===== src/hdl/ncc_pkg.sv =====
// ----------------------------------------------------------------------------
// Normalized cross-correlation package
// Shared types and fixed constants for the multi-lag correlator.
// ----------------------------------------------------------------------------
package ncc_pkg;

   localparam int REQ_DATA_BITS = 32;
   localparam int RSP_DATA_BITS = 24;
   localparam int FIELD_BITS    = 16;
   localparam int LAG_BITS      = 6;
   localparam int SHIFT_BITS    = 5;
   localparam int CORR_BITS     = 16;
   localparam int Q_BITS        = 16;
   localparam int Q_STEP_BITS   = 4;
   localparam logic [Q_BITS-1:0]    Q_ONE    = 16'h8000;
   localparam logic [CORR_BITS-1:0] CORR_MAX = 16'h7FFF;
   localparam int Q_FRAC_BITS   = 16;

   typedef enum logic [4:0] {
      ST_LOAD,
      ST_SUM,
      ST_NQA,
      ST_SAQ,
      ST_NQB,
      ST_SBQ,
      ST_DADB,
      ST_LAG,
      ST_TADDR,
      ST_TDATA,
      ST_TCENTER,
      ST_TMUL,
      ST_NORM,
      ST_RR,
      ST_T,
      ST_TSQ,
      ST_TTRY,
      ST_EMIT
   } ncc_state_type;

   typedef struct packed {
      logic busy;
      logic done;
   } mul_stat_type;

endpackage


===== src/hdl/ncc_mul.sv =====
// ----------------------------------------------------------------------------
// Shared shift-add multiplier
// Unsigned product of two words, one bit of the second operand per cycle,
// finishing early once the remaining bits are zero.
// ----------------------------------------------------------------------------
module ncc_mul #(
   parameter int WIDTH = 64
) (
   input  logic                  clock,
   input  logic                  reset,
   input  logic                  start,
   input  logic [WIDTH-1:0]      x,
   input  logic [WIDTH-1:0]      y,
   output ncc_pkg::mul_stat_type stat,
   output logic [WIDTH-1:0]      product
);
   import ncc_pkg::*;

   logic             busy_ff;
   logic [WIDTH-1:0] x_ff;
   logic [WIDTH-1:0] y_ff;
   logic [WIDTH-1:0] p_ff;

   always_comb begin
      stat.busy = busy_ff;
      stat.done = busy_ff && (y_ff == '0);
      product   = p_ff;
   end

   always_ff @(posedge clock) begin
      if (reset) begin
         busy_ff <= 1'b0;
      end else if (start) begin
         busy_ff <= 1'b1;
      end else if (stat.done) begin
         busy_ff <= 1'b0;
      end
   end

   always_ff @(posedge clock) begin
      if (start) begin
         x_ff <= x;
         y_ff <= y;
         p_ff <= '0;
      end else if (busy_ff && (y_ff != '0)) begin
         if (y_ff[0]) begin
            p_ff <= p_ff + x_ff;
         end
         x_ff <= {x_ff[WIDTH-2:0], 1'b0};
         y_ff <= {1'b0, y_ff[WIDTH-1:1]};
      end
   end

endmodule


===== config.mk =====
export PLATFORM = sky130hd
export DESIGN_NAME = ncc_mul
export DESIGN_NICKNAME = d
export VERILOG_FILES = /design/src/hdl/ncc_pkg.sv /design/src/hdl/ncc_mul.sv
export SDC_FILE = /design/constraint.sdc
export NUM_CORES = 1
export LEC_CHECK = 0
export ABC_AREA = 1
export ABC_CLOCK_PERIOD_IN_PS = 4520
export BUFFER_PORTS_ARGS = -buffer_cell sky130_fd_sc_hd__buf_2
export CORE_MARGIN = 2
export CORE_UTILIZATION = 50
export CTS_BUF_LIST = sky130_fd_sc_hd__clkbuf_2 sky130_fd_sc_hd__clkbuf_4 sky130_fd_sc_hd__clkbuf_8
export DETAILED_ROUTE_END_ITERATION = 8
export PLACE_DENSITY = 0.74
export SYNTH_ARGS = -nofsm -noshare
export SYNTH_HDL_FRONTEND = slang
export SYNTH_SLANG_ARGS = --single-unit

===== constraint.sdc =====
create_clock -name clock -period 4.52 [get_ports clock]
set_clock_uncertainty 0.2 [all_clocks]
set_input_delay 0.226 -clock clock [delete_from_list [all_inputs] [get_ports clock]]
set_output_delay 0.226 -clock clock [all_outputs]
set_load 0.005 [all_outputs]

==> results of run 1 <==
-- layout by cell type (no fill, tap or decap), types with 8 or more instances in the layout --
cell           netlist  final
o21ai_0             96     96
nand3_1             72     72
clkbuf_8             0     18
a21oi_1             69     69
nor2_2              11     11
nand4_1             27     27
nand2_2              8      8
buf_2                5    195
xnor2_1             29     29
edfxtp_1           128    128
dfxtp_1             65     65
inv_1              417    416
o21a_1              34     34
dlygate4sd3_1        0    145
nor2_1             129    129
nand3_2             13     13
nor3_1              10     10
nand2_1            871    870
ha_1                63     63
-- cells by family after synthesis --
family                     after synthesis  share of synthesized area (%)
and+or+nand+nor                       1154                           34.0
buffers and inverters                  468                           13.1
DFF                                    193                           37.1
xor gates and xnor gates                31                           1.96
AOI/OAI and AO/OA                      205                           8.11
adders and majority gates               64                           5.82
-- registers in the layout, summed over array words and instances, names as in the netlist --
signal	flops
busy_ff	1
y_ff	64
x_ff	64
product	64
-- cells in the mapped netlist, types with 2 or more instances --
cell / count / share of area (%)
inv_2: 2 / 0.054
o21bai_1: 3 / 0.16
clkbuf_1: 33 / 0.89
nor2_1: 129 / 3.5
nor3_1: 10 / 0.36
nand3_1: 72 / 2.6
dfxtp_1: 65 / 9.4
nand4_1: 27 / 1.2
inv_1: 417 / 11
o21a_1: 34 / 1.8
xor2_1: 2 / 0.13
ha_1: 63 / 5.7
nand2_2: 8 / 0.36
nand3_2: 13 / 0.94
edfxtp_1: 128 / 28
a21oi_1: 69 / 2.5
nor3_2: 7 / 0.50
o21ai_0: 96 / 3.5
buf_6: 6 / 0.49
xnor2_1: 29 / 1.8
buf_1: 3 / 0.081
a21o_1: 2 / 0.11
buf_2: 5 / 0.18
nor2_2: 11 / 0.50
nand2_1: 871 / 24
-- worst paths after layout --
path / from / end / slack (ns)
hold / removal: start / y_ff[20] / 0.03
setup / recovery: x_ff[0] / product[40] / 1.64
hold reg to reg: product[2] / product[2] / 0.31
setup reg to reg: x_ff[0] / product[40] / 1.64
-- report_power, final --
part / leakage [uW] / switching (uW) / internal, uW / total, uW
sequential: 0.00185 / 106 / 2080 / 2190
clock: 0.000208 / 722 / 480 / 1200
combinational: 0.00719 / 896 / 532 / 1430
total: 0.00925 / 1720 / 3090 / 4820
-- metal layers --
metal | GRT usage, % | part of all wire, % | vias up
met3 | 5.30 | 7.6 | 54
li1 | - | - | 7125
met2 | 52.1 | 46 | 497
met4 | 8.03 | 1.9 | 0
met1 | 41.0 | 45 | 6359
met5 | 0 | 0 | -
-- worst register-to-register path, cell delays in order (launching register included) --
cell and delay [ns]:
edfxtp_1 0.42, ha_1 0.25, fa_1 0.46, nand3_1 0.12, nand3_1 0.20, nand2_1 0.11, nand2_1 0.13, nand3_1 0.10
nand3_1 0.22, nand2_1 0.22, nand2_1 0.07, nand2_1 0.06, nand3_1 0.07, nand2_1 0.10, inv_1 0.05
-- metrics by stage --
step                area (um^2)  instances  setup WS, ns
floorplan                 13900       2115        0.0927
global placement          15200       2641          1.73
detailed placement        15200       2641          1.67
CTS                       17000       2818          1.65
global route              17000       2818          1.42
finish                    17000       2818          1.64
-- layout make-up --
type | count | share of cell area [%]
well taps | 372 | 2.74
inverters | 419 | 9.25
clock inverters | 13 | 0.846
clock buffers | 19 | 1.50
multi-input cells | 1454 | 40.7
repair buffers | 348 | 14.7
flip-flops and latches | 193 | 30.2
==> impl_metrics.csv, run 1 <==
group,metric,value,unit
run_status,status,"complete, no violations",
timing,layout_min_cycle_time,2.88,ns
job,maxCapViolations,0,
synthesis,yosys.cell_types.count,35,
synthesis,netlist_instances,2115,
setup_path,cp_max_fo,4,
cells_and_area,area_growth,22.6,%
cells_and_area,multi_input_comb_area,6930,um^2
setup_path,critPathTopFamily,"simple AND/OR/NAND/NOR gates",
global_routing,track_usage,30.8,%
global_routing,grt_pass1_vias,13600,
cells_and_area,fillers,2453,
cells_and_area,nets,2628,
setup_path,cp-start-kind,"flop",
detailed_routing,vias_per_cell,4.98,
global_routing,antenna_found_initial,0,
timing,fmax,347,MHz
timing,hold_ws,0.0328,ns
detailed_routing,wl,44300,um
synthesis,avgSynthCellArea,6.56,um^2
cells_and_area,seq_area,5140,um^2
synthesis,synth_nets,2310,
setup_path,crit_path_frequent_cell,"nand2_1",
setup_path,path_depth,14,
synthesis,seq_area_frac_synth,37.1,%
setup_path,cpPeakStageDelay,0.46,ns
synthesis,syn-cell-area,13900,um^2
timing,rsz0062_at_grt,"false",
detailed_routing,num_vias,14000,
global_routing,grt_max_degree,110,
min_path,hp-class,"in2reg",
cells_and_area,drive_gt1_share,11.5,%
clocking,insertion_delay,0.51,ns
clocking,cts-root-buf,"clkbuf_8",
clocking,clock_sinks,193,
setup_path,path_buf_inv,1,
detailed_routing,ant_nets,0,
clocking,path_clk_slew,0.11,ns
power,power_density,283,nW/um^2
clocking,ctsResizeCount,0,
timing,period_share,63.8,%
place,hpwl,32000,um
setup_path,cpMaxStageDelayCell,"fa_1",
setup_path,required,4.72,ns
clocking,cts_tree,"built",
floorplanning,die_h,171,um
power,ir_drop,0.328,mV
timing,drv_slew,0,
clocking,postCtsHoldBufs,145,
timing,hold_viol_final,0,
min_path,min_delay_path_depth,2,
timing,worst_slew_pin_slew,0.926,ns
synthesis,yosys_most_used_dff,"edfxtp_1",
synthesis,ys_warn_count,0,
clocking,post_cts_buffers,0,
detailed_routing,routedWlPerCell,15.7,um
floorplanning,ioPinCount,197,
cells_and_area,post-route-util,62.8,%
global_routing,gr-total-overflow,0,
setup_path,end_kind,"flop",
floorplanning,row_count,60,
setup_path,worstRegToRegCells,14,
floorplanning,die_w,171,um
setup_path,worstPathArrival,3.09,ns
clocking,cts_buffers,17,
clocking,cts_buffer_depth,2,
synthesis,ys_ff_latch,193,
setup_path,path_cells,"ha_1 > fa_1 > nand3_1 > nand3_1 > nand2_1 > nand2_1 > nand3_1 > nand3_1 > nand2_1 > nand2_1 > nand2_1 > nand3_1 > nand2_1 > inv_1",
floorplanning,dieArea,29100,um^2
detailed_routing,firstDrtPassIters,5,
cells_and_area,num_antenna_cells,0,
synthesis,synth_edf_count,128,
synthesis,ys_async_sr_fraction,0,%
floorplanning,core_area,27100,um^2
place,portBuffers,196,
global_routing,grt_pass1_wl,69300,um
floorplanning,start_util,51.2,%
power,p_leak,0.00925,uW
place,place.gp.congestion,1.00,
timing,tns,0,ns
power,power,4820,uW
detailed_routing,dr.first_iter.drc_count,1087,
setup_path,worst-setup-path-type,"reg2reg",
clocking,h-tree-depth,4,
timing,setup_viol,0,
detailed_routing,remaining_drc_errors,0,
timing,relSlewSlack,38.2,%
Note: power is estimated with default switching activity, not from simulation.
==> run 2: changes to the inputs <==
--- a/config.mk
+++ b/config.mk
@@ -6,13 +6,13 @@
 export NUM_CORES = 1
 export LEC_CHECK = 0
 export ABC_AREA = 1
-export ABC_CLOCK_PERIOD_IN_PS = 4520
+export ABC_CLOCK_PERIOD_IN_PS = 2680
 export BUFFER_PORTS_ARGS = -buffer_cell sky130_fd_sc_hd__buf_2
 export CORE_MARGIN = 2
 export CORE_UTILIZATION = 50
 export CTS_BUF_LIST = sky130_fd_sc_hd__clkbuf_2 sky130_fd_sc_hd__clkbuf_4 sky130_fd_sc_hd__clkbuf_8
 export DETAILED_ROUTE_END_ITERATION = 8
-export PLACE_DENSITY = 0.74
+export PLACE_DENSITY = 0.71
 export SYNTH_ARGS = -nofsm -noshare
 export SYNTH_HDL_FRONTEND = slang
 export SYNTH_SLANG_ARGS = --single-unit
==> constraint.sdc (replaced) <==
create_clock -name clock -period 2.68 [get_ports clock]
set_clock_uncertainty 0.2 [all_clocks]
set_input_delay 0.134 -clock clock [delete_from_list [all_inputs] [get_ports clock]]
set_output_delay 0.134 -clock clock [all_outputs]
set_load 0.005 [all_outputs]
==> run 2 against run 1 <==
Net effect: flip-flop and latch count did not move; utilization rose by 0.36 points; hold slack improved by 0.089 ns; design area rose by 0.58%; first-iteration DRC count rose by 5.2%; register-to-register slack got worse by 1.5 ns; wire length rose by 1.0%; final cell count rose by 0.28%; critical endpoint is now product[54].
==> impl_metrics.csv, run 2 (synthesized netlist as in run 1, its figures left out) <==
group,metric,value,unit
clocking,cts-root-buf,"clkbuf_8",
global_routing,gr-total-overflow,0,
timing,relSlewSlack,49.9,%
clocking,cts_tree,"built",
detailed_routing,ant_nets,0,
place,dp_slack,-0.0558,ns
detailed_routing,vias_per_cell,5.00,
power,power_density,472,nW/um^2
floorplanning,core_area,27100,um^2
clocking,h-tree-depth,4,
global_routing,grt_max_degree,193,
power,ir_drop,0.408,mV
clocking,clock_sinks,193,
detailed_routing,wl,44800,um
timing,setup_ws,0.157,ns
place,portBuffers,196,
cells_and_area,stdcell_area,17100,um^2
floorplanning,die_w,171,um
detailed_routing,num_vias,14100,
clocking,insertion_delay,0.49,ns
clocking,path_clk_slew,0.12,ns
min_path,hp-class,"in2reg",
min_path,min_delay_path_depth,4,
clocking,post_cts_buffers,0,
timing,hold_viol_final,0,
setup_path,end_kind,"flop",
timing,fmax,396,MHz
place,hpwl,32700,um
timing,worst_slew_pin_slew,0.752,ns
timing,layout_min_cycle_time,2.52,ns
floorplanning,die_h,171,um
setup_path,cp-start-kind,"flop",
global_routing,grt_pass1_wl,70500,um
timing,hold_ws,0.122,ns
cells_and_area,area_growth,23.3,%
cells_and_area,layout.cells.most_common_list,"nand2_1 (867), inv_1 (416), buf_2 (195), dlygate4sd3_1 (129)",
setup_path,required,2.87,ns
global_routing,track_usage,31.2,%
job,maxCapViolations,0,
setup_path,cp_max_fo,4,
setup_path,worst-setup-path-type,"reg2reg",
global_routing,grt_pass1_vias,13700,
cells_and_area,nets,2635,
timing,period_share,94.1,%
detailed_routing,remaining_drc_errors,0,
floorplanning,start_util,51.2,%
clocking,cts_buffer_depth,2,
floorplanning,row_count,60,
cells_and_area,drive_gt1_share,12.8,%
setup_path,worstPathArrival,2.71,ns
timing,rsz0062_at_grt,"false",
floorplanning,ioPinCount,197,
place,place_area,15400,um^2
power,power,8090,uW
timing,drv_slew,0,
detailed_routing,routedWlPerCell,15.8,um
place,place.gp.congestion,0.977,
setup_path,worstRegToRegCells,15,
cells_and_area,final_common_cell,"nand2_1",
run_status,status,"complete, no violations",
power,p_leak,0.00934,uW
floorplanning,dieArea,29100,um^2
timing,setup_viol,0,
cells_and_area,fillers,2495,
clocking,cts_buffers,17,
detailed_routing,firstDrtPassIters,5,
global_routing,antenna_found_initial,1,
detailed_routing,dr.first_iter.drc_count,1144,
==> run 2: changes by cell type in the layout (fill, tap and decap cells not counted), sizes merged <==
cell,change
buf,+23
bufinv,-1
dlygate4sd3,-16
clkbuf,-1
inv,+2
diode,+1
==> run 2: final timing paths <==
path | start | to | slack, ns
hold reg to reg | product[2] | product[2] | 0.30
setup reg to reg | x_ff[21] | product[54] | 0.16
hold / removal | start | busy_ff | 0.12
setup / recovery | x_ff[21] | product[54] | 0.16
==> run 2: worst max-delay path, stage by stage, from the launching register on <==
cell,delay [ns]
edfxtp_1,0.43
ha_1,0.36
nand2_1,0.23
inv_1,0.08
nand2_1,0.07
nand2_1,0.10
inv_1,0.07
nand2_1,0.08
inv_1,0.07
nand3_2,0.18
nand2_1,0.13
nand3_1,0.07
nand2_1,0.06
nand3_1,0.13
nand2_1,0.11
inv_1,0.04
==> run 2: layout make-up <==
class	count	area [um^2]	share of cell area [%]
clock buffer	18	241	1.41
multi-input combinational	1454	6980	40.8
antenna	1	2.50	0.0146
timing repair buffer	355	2570	15.0
sequential	193	5140	30.1
clock inverter	14	136	0.797
tap	372	465	2.72
inverter	419	1570	9.20
==> run 2: power by group <==
part	internal, uW	switching, uW	total, uW	leakage (uW)
Combinational	926	1550	2470	0.00729
Clock	705	1230	1930	0.000197
Sequential	3510	170	3680	0.00185
Total	5140	2950	8090	0.00934
==> run 2: through the flow <==
stage / setup TNS, ns / std cells / util [%]
6_report: 0 / 2826 / 63.2
5_1_grt: 0 / 2826 / 63.2
4_1_cts: 0 / 2825 / 63.0
3_5_place_dp: -0.0558 / 2664 / 56.8
3_3_place_gp: -0.0146 / 2664 / 56.8
2_1_floorplan: 0 / 2115 / -
==> run 2: metal layers <==
layer	GRT usage, %	vias up	routed length, um
met4	8.06	0	867
met5	0	-	0
met3	5.71	54	3280
li1	-	7145	-
met2	49.4	516	19500
met1	43.9	6425	21100
==> run 2: what timing repair did <==
action / 4_1_cts / 5_1_grt
setup endpoints to repair: 1 / 14
hold buffers: 129 / 0
endpoints found under the hold margin: 129 / 0
resized for setup: 1 / 10
pin swaps: 0 / 0
